<file path="config.mk">
export PLATFORM = sky130hd
export DESIGN_NAME = source_tokenizer
export DESIGN_NICKNAME = d
export VERILOG_FILES = /design/src/hdl/stok_pkg.sv /design/src/hdl/source_tokenizer.sv
export SDC_FILE = /design/constraint.sdc
export NUM_CORES = 1
export LEC_CHECK = 0
export BUFFER_PORTS_ARGS = -buffer_cell sky130_fd_sc_hd__buf_2
export CAP_MARGIN = 20
export CORE_UTILIZATION = 40
export DETAILED_ROUTE_END_ITERATION = 8
export HOLD_SLACK_MARGIN = 0.03
export PLACE_DENSITY = 0.65
export RECOVER_POWER = 25
export SLEW_MARGIN = 20
export SYNTH_ARGS = -nofsm -noshare
export SYNTH_HDL_FRONTEND = slang
export SYNTH_SLANG_ARGS = --single-unit
</file>
<file path="constraint.sdc">
create_clock -name clk_i -period 6.75 [get_ports clk_i]
set_clock_uncertainty 0.1 [all_clocks]
set_input_delay 1.35 -clock clk_i [delete_from_list [all_inputs] [get_ports clk_i]]
set_output_delay 1.35 -clock clk_i [all_outputs]
set_load 0.02 [all_outputs]
</file>
<file path="src/hdl/stok_pkg.sv">
// Package for the source tokenizer: scan modes, token kinds, character
// codes, the queued token record and the character classification functions.
// No dependencies.
`default_nettype none

package stok_pkg;

  // Offset, length, token kind and character widths
  localparam int unsigned OffsetWidth = 16;
  localparam int unsigned LenWidth    = 16;
  localparam int unsigned KindWidth   = 5;
  localparam int unsigned CharWidth   = 8;

  // Result queue depth and pointer width
  localparam int unsigned QueueDepth = 4;
  localparam int unsigned PtrWidth   = $clog2(QueueDepth);
  localparam int unsigned CntWidth   = $clog2(QueueDepth + 1);

  typedef logic [OffsetWidth-1:0] offset_t;
  typedef logic [LenWidth-1:0]    len_t;
  typedef logic [KindWidth-1:0]   kind_t;
  typedef logic [CharWidth-1:0]   char_t;

  // Scanner mode
  typedef enum logic [2:0] {
    ModeIdle    = 3'd0,
    ModeIdent   = 3'd1,
    ModeNumber  = 3'd2,
    ModePendEq  = 3'd3,
    ModePendNot = 3'd4
  } scan_mode_e;

  // Token kinds
  localparam kind_t KindIllegal = 5'd0;
  localparam kind_t KindEnd     = 5'd1;
  localparam kind_t KindIdent   = 5'd2;
  localparam kind_t KindInt     = 5'd3;
  localparam kind_t KindString  = 5'd4;
  localparam kind_t KindAssign  = 5'd5;
  localparam kind_t KindEq      = 5'd6;
  localparam kind_t KindNe      = 5'd7;
  localparam kind_t KindNot     = 5'd8;
  localparam kind_t KindComma   = 5'd9;
  localparam kind_t KindSemi    = 5'd10;
  localparam kind_t KindPlus    = 5'd11;
  localparam kind_t KindMinus   = 5'd12;
  localparam kind_t KindDiv     = 5'd13;
  localparam kind_t KindMult    = 5'd14;
  localparam kind_t KindLess    = 5'd15;
  localparam kind_t KindGreater = 5'd16;
  localparam kind_t KindColon   = 5'd17;
  localparam kind_t KindLParen  = 5'd18;
  localparam kind_t KindRParen  = 5'd19;
  localparam kind_t KindLCurl   = 5'd20;
  localparam kind_t KindRCurl   = 5'd21;
  localparam kind_t KindLBrac   = 5'd22;
  localparam kind_t KindRBrac   = 5'd23;

  // Character codes
  localparam char_t ChEnd     = 8'h00;
  localparam char_t ChTab     = 8'h09;
  localparam char_t ChCr      = 8'h0D;
  localparam char_t ChSpace   = 8'h20;
  localparam char_t ChBang    = 8'h21;
  localparam char_t ChQuote   = 8'h22;
  localparam char_t ChLParen  = 8'h28;
  localparam char_t ChRParen  = 8'h29;
  localparam char_t ChStar    = 8'h2A;
  localparam char_t ChPlus    = 8'h2B;
  localparam char_t ChComma   = 8'h2C;
  localparam char_t ChMinus   = 8'h2D;
  localparam char_t ChSlash   = 8'h2F;
  localparam char_t ChZero    = 8'h30;
  localparam char_t ChNine    = 8'h39;
  localparam char_t ChColon   = 8'h3A;
  localparam char_t ChSemi    = 8'h3B;
  localparam char_t ChLess    = 8'h3C;
  localparam char_t ChEquals  = 8'h3D;
  localparam char_t ChGreater = 8'h3E;
  localparam char_t ChUpperA  = 8'h41;
  localparam char_t ChUpperZ  = 8'h5A;
  localparam char_t ChLBrac   = 8'h5B;
  localparam char_t ChRBrac   = 8'h5D;
  localparam char_t ChUnder   = 8'h5F;
  localparam char_t ChLowerA  = 8'h61;
  localparam char_t ChLowerZ  = 8'h7A;
  localparam char_t ChLCurl   = 8'h7B;
  localparam char_t ChRCurl   = 8'h7D;

  // One queued token
  typedef struct packed {
    kind_t   kind;
    offset_t start;
    len_t    len;
    logic    last;
  } token_t;

  function automatic logic is_letter(char_t c);
    return ((c >= ChLowerA) && (c <= ChLowerZ)) ||
           ((c >= ChUpperA) && (c <= ChUpperZ)) || (c == ChUnder);
  endfunction

  function automatic logic is_digit(char_t c);
    return (c >= ChZero) && (c <= ChNine);
  endfunction

  function automatic logic is_space(char_t c);
    return (c == ChSpace) || ((c >= ChTab) && (c <= ChCr));
  endfunction

  // Single-character punctuation; anything unknown is illegal.
  function automatic kind_t punct_kind(char_t c);
    kind_t k;
    k = KindIllegal;
    case (c)
      ChComma:   k = KindComma;
      ChSemi:    k = KindSemi;
      ChPlus:    k = KindPlus;
      ChMinus:   k = KindMinus;
      ChSlash:   k = KindDiv;
      ChStar:    k = KindMult;
      ChLess:    k = KindLess;
      ChGreater: k = KindGreater;
      ChColon:   k = KindColon;
      ChLParen:  k = KindLParen;
      ChRParen:  k = KindRParen;
      ChLCurl:   k = KindLCurl;
      ChRCurl:   k = KindRCurl;
      ChLBrac:   k = KindLBrac;
      ChRBrac:   k = KindRBrac;
      default:   k = KindIllegal;
    endcase
    return k;
  endfunction

endpackage

`default_nettype wire

</file>
<file path="src/hdl/source_tokenizer.sv">
// Source tokenizer top level: scanner state, token classification and the
// result queue. Depends on stok_pkg.
`default_nettype none

// The tokenizer takes one character byte per cycle on the slave stream while
// ready and emits tokens (kind, start offset, length) on the master stream, one
// token per cycle while the sink takes them. A character causes zero, one or
// two tokens; a byte of zero ends the input, emits END and rewinds the offset
// to zero. The scanner updates in the cycle a character is accepted and writes
// its tokens into a four-entry result queue; the slave side is ready while at
// most two tokens are queued, so input runs at one character per cycle as long
// as the token rate does not exceed one per cycle on average and the sink keeps
// taking results. The last token caused by one character carries tlast.
module source_tokenizer (
  input  wire logic        clk_i,
  input  wire logic        rst_ni,
  // Character input
  input  wire logic        s_axis_tvalid,
  output logic             s_axis_tready,
  input  wire logic [7:0]  s_axis_tdata,   // [7:0] char_code
  // Token output
  output logic             m_axis_tvalid,
  input  wire logic        m_axis_tready,
  output logic [39:0]      m_axis_tdata,   // [4:0] token_kind, [20:5] start_offset,
                                           // [36:21] token_length, [39:37] zero
  output logic             m_axis_tlast    // last_of_run
);

  stok_pkg::scan_mode_e mode_q, mode_d;
  stok_pkg::offset_t    start_q, start_d;
  stok_pkg::offset_t    pos_q, pos_d;
  stok_pkg::len_t       len_q, len_d;

  stok_pkg::token_t     queue_q [stok_pkg::QueueDepth];
  logic [stok_pkg::PtrWidth-1:0] rd_ptr_q, rd_ptr_d;
  logic [stok_pkg::PtrWidth-1:0] wr_ptr_q, wr_ptr_d;
  logic [stok_pkg::PtrWidth-1:0] wr_ptr_next;
  logic [stok_pkg::CntWidth-1:0] cnt_q, cnt_d;

  logic                 accept;
  logic                 pop;
  stok_pkg::char_t      c;
  stok_pkg::offset_t    pos_adv;
  logic                 pre_v, post_v, done;
  stok_pkg::token_t     pre_tok, post_tok;
  stok_pkg::token_t     tok0, tok1;
  logic [1:0]           n_tok;

  assign c       = s_axis_tdata;
  assign accept  = s_axis_tvalid && s_axis_tready;
  assign pop     = m_axis_tvalid && m_axis_tready;
  assign pos_adv = (pos_q == '1) ? pos_q : pos_q + stok_pkg::OffsetWidth'(1);

  // Scanner: token closed by this character, then token it starts.
  always_comb begin
    mode_d   = mode_q;
    start_d  = start_q;
    pos_d    = pos_q;
    len_d    = len_q;
    pre_v    = 1'b0;
    post_v   = 1'b0;
    done     = 1'b0;
    pre_tok  = '0;
    post_tok = '0;

    unique case (mode_q)
      stok_pkg::ModeIdent, stok_pkg::ModeNumber: begin
        if ((mode_q == stok_pkg::ModeIdent && stok_pkg::is_letter(c)) ||
            (mode_q == stok_pkg::ModeNumber && stok_pkg::is_digit(c))) begin
          done  = 1'b1;
          len_d = (len_q == '1) ? len_q : len_q + stok_pkg::LenWidth'(1);
          pos_d = pos_adv;
        end else begin
          pre_v         = 1'b1;
          pre_tok.kind  = (mode_q == stok_pkg::ModeIdent) ? stok_pkg::KindIdent
                                                          : stok_pkg::KindInt;
          pre_tok.start = start_q;
          pre_tok.len   = len_q;
        end
      end
      stok_pkg::ModePendEq, stok_pkg::ModePendNot: begin
        pre_v         = 1'b1;
        pre_tok.start = start_q;
        if (c == stok_pkg::ChEquals) begin
          done         = 1'b1;
          pre_tok.kind = (mode_q == stok_pkg::ModePendEq) ? stok_pkg::KindEq
                                                          : stok_pkg::KindNe;
          pre_tok.len  = stok_pkg::LenWidth'(2);
          mode_d       = stok_pkg::ModeIdle;
          pos_d        = pos_adv;
        end else begin
          pre_tok.kind = (mode_q == stok_pkg::ModePendEq) ? stok_pkg::KindAssign
                                                          : stok_pkg::KindNot;
          pre_tok.len  = stok_pkg::LenWidth'(1);
        end
      end
      default: begin
      end
    endcase

    // Fresh character handled as from idle
    if (!done) begin
      mode_d         = stok_pkg::ModeIdle;
      post_tok.start = pos_q;
      post_tok.len   = stok_pkg::LenWidth'(1);
      if (c == stok_pkg::ChEnd) begin
        post_v        = 1'b1;
        post_tok.kind = stok_pkg::KindEnd;
        post_tok.len  = '0;
        pos_d         = '0;
        start_d       = '0;
        len_d         = '0;
      end else begin
        pos_d = pos_adv;
        if (stok_pkg::is_space(c)) begin
          // Whitespace is skipped.
        end else if (stok_pkg::is_letter(c) || stok_pkg::is_digit(c)) begin
          mode_d  = stok_pkg::is_letter(c) ? stok_pkg::ModeIdent : stok_pkg::ModeNumber;
          start_d = pos_q;
          len_d   = stok_pkg::LenWidth'(1);
        end else if (c == stok_pkg::ChEquals || c == stok_pkg::ChBang) begin
          mode_d  = (c == stok_pkg::ChEquals) ? stok_pkg::ModePendEq
                                              : stok_pkg::ModePendNot;
          start_d = pos_q;
          len_d   = stok_pkg::LenWidth'(1);
        end else if (c == stok_pkg::ChQuote) begin
          post_v        = 1'b1;
          post_tok.kind = stok_pkg::KindString;
        end else begin
          post_v        = 1'b1;
          post_tok.kind = stok_pkg::punct_kind(c);
        end
      end
    end
  end

  // Order the tokens and mark the final one.
  always_comb begin
    tok0      = pre_v ? pre_tok : post_tok;
    tok1      = post_tok;
    tok0.last = !(pre_v && post_v);
    tok1.last = 1'b1;
    n_tok     = {1'b0, pre_v} + {1'b0, post_v};
  end

  // Queue pointers and fill level
  assign s_axis_tready = (cnt_q <= stok_pkg::CntWidth'(2));
  assign m_axis_tvalid = (cnt_q != '0);
  assign wr_ptr_next   = wr_ptr_q + stok_pkg::PtrWidth'(1);

  always_comb begin
    rd_ptr_d = rd_ptr_q;
    wr_ptr_d = wr_ptr_q;
    cnt_d    = cnt_q;
    if (pop) begin
      rd_ptr_d = rd_ptr_q + stok_pkg::PtrWidth'(1);
    end
    if (accept) begin
      wr_ptr_d = wr_ptr_q + stok_pkg::PtrWidth'(n_tok);
    end
    cnt_d = cnt_q + (accept ? stok_pkg::CntWidth'(n_tok) : '0)
                  - (pop ? stok_pkg::CntWidth'(1) : '0);
  end

  // Scanner and queue control registers
  always_ff @(posedge clk_i or negedge rst_ni) begin
    if (!rst_ni) begin
      mode_q   <= stok_pkg::ModeIdle;
      start_q  <= '0;
      pos_q    <= '0;
      len_q    <= '0;
      rd_ptr_q <= '0;
      wr_ptr_q <= '0;
      cnt_q    <= '0;
    end else begin
      if (accept) begin
        mode_q  <= mode_d;
        start_q <= start_d;
        pos_q   <= pos_d;
        len_q   <= len_d;
      end
      rd_ptr_q <= rd_ptr_d;
      wr_ptr_q <= wr_ptr_d;
      cnt_q    <= cnt_d;
    end
  end

  // Queue payload; the second token of a character goes one slot further.
  always_ff @(posedge clk_i) begin
    if (accept && n_tok != 2'd0) begin
      queue_q[wr_ptr_q] <= tok0;
    end
    if (accept && n_tok == 2'd2) begin
      queue_q[wr_ptr_next] <= tok1;
    end
  end

  // Output packing
  always_comb begin
    m_axis_tdata = {3'b000, queue_q[rd_ptr_q].len, queue_q[rd_ptr_q].start,
                    queue_q[rd_ptr_q].kind};
    m_axis_tlast = queue_q[rd_ptr_q].last;
  end

endmodule

`default_nettype wire
</file>
==> impl_metrics.csv <==
group,metric,value,unit
synthesis,ys_seq_elements,210,
sta,setup_violations,0,
layout,layout_common_cells,"edfxtp_1, a32o_1, dfxtp_1",
worst_setup_path,crit_type,"input pin to register",
layout,layout_commonest_cell,"edfxtp_1",
worst_setup_path,worst_path_largest_cell_delay,0.68,ns
clocking,postCtsHoldBufs,0,
worst_setup_path,path_delay_family,"simple AND/OR/NAND/NOR gates",
global_routing,grt_usage,21.0,%
layout,syn_to_final_growth,10.5,%
sta,final_hold_viol_count,0,
clocking,post_cts_buffers,0,
hold_path,min_path_type,"register to register",
die,start_util,41.1,%
clocking,clkTransAtPathRegs,0.06,ns
worst_setup_path,worstReg2RegStart,"mode_q[2]",
global_routing,grtUsageMet1,31.4,%
worst_setup_path,slowest_stage,"nor3_1",
worst_setup_path,path_depth,12,
synthesis,synth-seq-area-share,51.3,%
sta,worst_slew_pin_slew,3.37,ns
synthesis,synth_warnings,0,
worst_setup_path,ff2ff_path_depth,6,
layout,layout-drive-gt1-share,17.7,%
worst_setup_path,cp.required,6.80,ns
global_routing,busiest_layer,"met2",
worst_setup_path,critPathMaxFanout,23,
job,maxCapViolations,3,
route,wl_per_cell,22.5,µm
die,core_area,0.0255,mm²
clocking,cts_root_buf,"clkbuf_16",
die,io-pin-count,55,
synthesis,synthDistinctLibCells,85,
sta,period_needed,5.61,ns
route,drt_iter0_drc,703,
placement,place_congestion,0.861,
layout,n_antenna_cell,0,
sta,relSlewSlack,-125,%
clocking,clock_path_buffers,3,
route,routed_via_density,6.32,
global_routing,antenna_found_initial,0,
pwr,ir_drop,0.199,mV
die,die_area,0.0268,mm²
worst_setup_path,path_buf_inv,5,
synthesis,ys.flop_type,"edfxtp_1",
synthesis,netlist_area,0.0105,mm²
pwr,total_power,4.00,mW
layout,layout.nets,902,
clocking,htreeDepth,1,
sta,rsz0062_at_grt,"false",
route,drt-pass1-iter-count,5,
clocking,cts_buffers,22,
global_routing,grt_pass1_vias,7439,
clocking,worstSkewPairLatency,0.50,ns
pwr,power.density,346,mW/mm²
route,drc,0,
global_routing,overflow,0,
worst_setup_path,crit_start,"s_axis_tdata[4]",
sta,tns,0,ns
pwr,switching_share,34.6,%
outcome,violations,"max-capacitance violations, max-slew violations",
clocking,clock_sinks,210,
worst_setup_path,worst_setup_path_end_kind,"register",
synthesis,netlist.area_leader.share,25.2,%
placement,dpl.hpwl,17500,µm
pwr,pwr-share-comb,28.3,%
hold_path,hold_start,"queue_q[0][6]",
clocking,cts_tree,"done",
die,rows,58,
die,die_w,164,µm
pwr,p_leak,4.10,nW
sta,fin_crit_sh,83.1,%
synthesis,synth_cells,868,
sta,slew_viol_final,117,
route,postRouteWirelength,27500,µm
pwr,switching_power,1.39,mW
worst_setup_path,crit_chain,"clkbuf_1 > nand2_1 > nor3_1 > or3_4 > a311o_1 > inv_4 > ha_1 > nor3_1 > nor2_1 > buf_4 > inv_1 > buf_4",
worst_setup_path,worstPathArrival,5.66,ns
synthesis,syn_avg_cell_area,12.1,µm²
global_routing,met2_usage,32.2,%
hold_path,hold_depth,1,
pwr,intPower,2.62,mW
clocking,ctsResizeCount,0,
pwr,p_seq_share,41.8,%
synthesis,synth.area.top_cells,"edfxtp_1, dfrtp_1, dfxtp_1",
global_routing,use_met3,2.40,%
synthesis,synthArstFlopShare,27.6,%
placement,port_buffers,51,
sta,fmax,178,MHz
pwr,pwr-share-clk,29.8,%
die,die_h,164,µm
synthesis,synth_edf_count,88,
route,vias,7747,
synthesis,yosysTopAreaCell,"edfxtp_1",
layout,postLayoutCoreUtil,45.5,%
route,postRouteAntennaNets,0,
worst_setup_path,start_kind,"input pin",
global_routing,grt_start_max_net_pins,59,
outcome,outcome,"complete, but fails checks",
global_routing,grt_first_pass_wirelength,43700,µm
## flip-flops by register name, indices dropped and copies added, names as in the netlist
signal / cells
queue_q: 152
len_q: 16
pos_q: 16
start_q: 16
cnt_q: 3
mode_q: 3
rd_ptr_q: 2
wr_ptr_q: 2
## final timing paths
| path | slack, ns | to |
|---|---|---|
| worst max-delay path | 1.14 | queue_q[1][18] |
| worst min-delay path | 0.36 | queue_q[0][6] |
| worst max register to register | 2.13 | len_q[15] |
| worst min register to register | 0.36 | queue_q[0][6] |
| max in group asynchronous | 2.41 | rd_ptr_q[0] |
| min in group asynchronous | 1.99 | len_q[10] |
## per-stage QoR
| stage | hold WS (ns) | setup slack [ns] | instances | area (µm²) |
|---|---|---|---|---|
| finish | 0.360 | 1.14 | 1225 | 11600 |
| detailed placement | 0.342 | 1.29 | 1185 | 10900 |
| global route | 0.374 | 0.791 | 1225 | 11600 |
| global placement | 0.339 | 1.33 | 1185 | 10900 |
| CTS | 0.359 | 1.79 | 1225 | 11600 |
| floorplan | 0.327 | 1.89 | 870 | 10500 |
## worst reg2reg max path: stages (launching register included)
cell     delay (ns)
dfrtp_1        0.47
inv_1          0.53
nand3_1        0.17
or4_1          0.58
and3_1         0.30
o21ai_0        2.03
and3_1         0.38
## synth_stat cells (all sizes together) (4+ instances only)
| library cell | count |
|---|---|
| a21oi | 21 |
| a22o | 23 |
| a22oi | 4 |
| a2bb2oi | 4 |
| a31oi | 16 |
| a32o | 65 |
| a41oi | 9 |
| and2 | 5 |
| and3 | 12 |
| and4 | 5 |
| buf | 39 |
| clkbuf | 47 |
| dfrtp | 58 |
| dfxtp | 64 |
| edfxtp | 88 |
| ha | 10 |
| inv | 17 |
| mux4 | 38 |
| nand2 | 57 |
| nand2b | 8 |
| nand3 | 20 |
| nand3b | 5 |
| nand4 | 5 |
| nor2 | 44 |
| nor3 | 11 |
| nor4 | 6 |
| o211ai | 6 |
| o21ai | 17 |
| o22a | 5 |
| o22ai | 20 |
| o2bb2ai | 60 |
| o31ai | 5 |
| or3 | 10 |
| xnor2 | 7 |
| xor2 | 7 |
## per-layer routing
metal,vias to the layer above,share of wire [%]
li1,3519,-
met1,3888,46
met2,300,46
met3,40,6.0
met4,0,2.1
met5,-,0
## logic make-up (layout without fill, tap and decap cells)
| kind of cell | after synthesis | after routing | synth area share, % |
|---|---|---|---|
| AOI/OAI and AO/OA | 286 | 286 | 23.1 |
| DFF | 210 | 210 | 51.3 |
| and+or+nand+nor | 204 | 204 | 10.1 |
| buffers and inverters | 103 | 128 | 4.59 |
| muxes | 39 | 39 | 8.26 |
| xor gates and xnor gates | 14 | 14 | 1.17 |
| adders and majority gates | 11 | 11 | 1.39 |
| other | 1 | 3 | 0.0358 |
## power groups by stage
stage | clock (mW) | combinational, mW | sequential, mW
floorplan | 0 | 0.939 | 1.55
global placement | 0 | 1.13 | 1.70
detailed placement | 0 | 1.14 | 1.70
CTS | 1.21 | 1.14 | 1.68
global route | 1.26 | 1.23 | 1.70
finish | 1.19 | 1.13 | 1.68
## final cells by class
cell class	instances	area [µm²]
clock buffers	29	629
clock inverters	11	83.8
fillers	2338	13900
inverters	17	66.3
multi-input cells	557	4620
flip-flops and latches	210	5380
well taps	330	413
repair buffers	71	393
(Power assumes the default switching activity.)
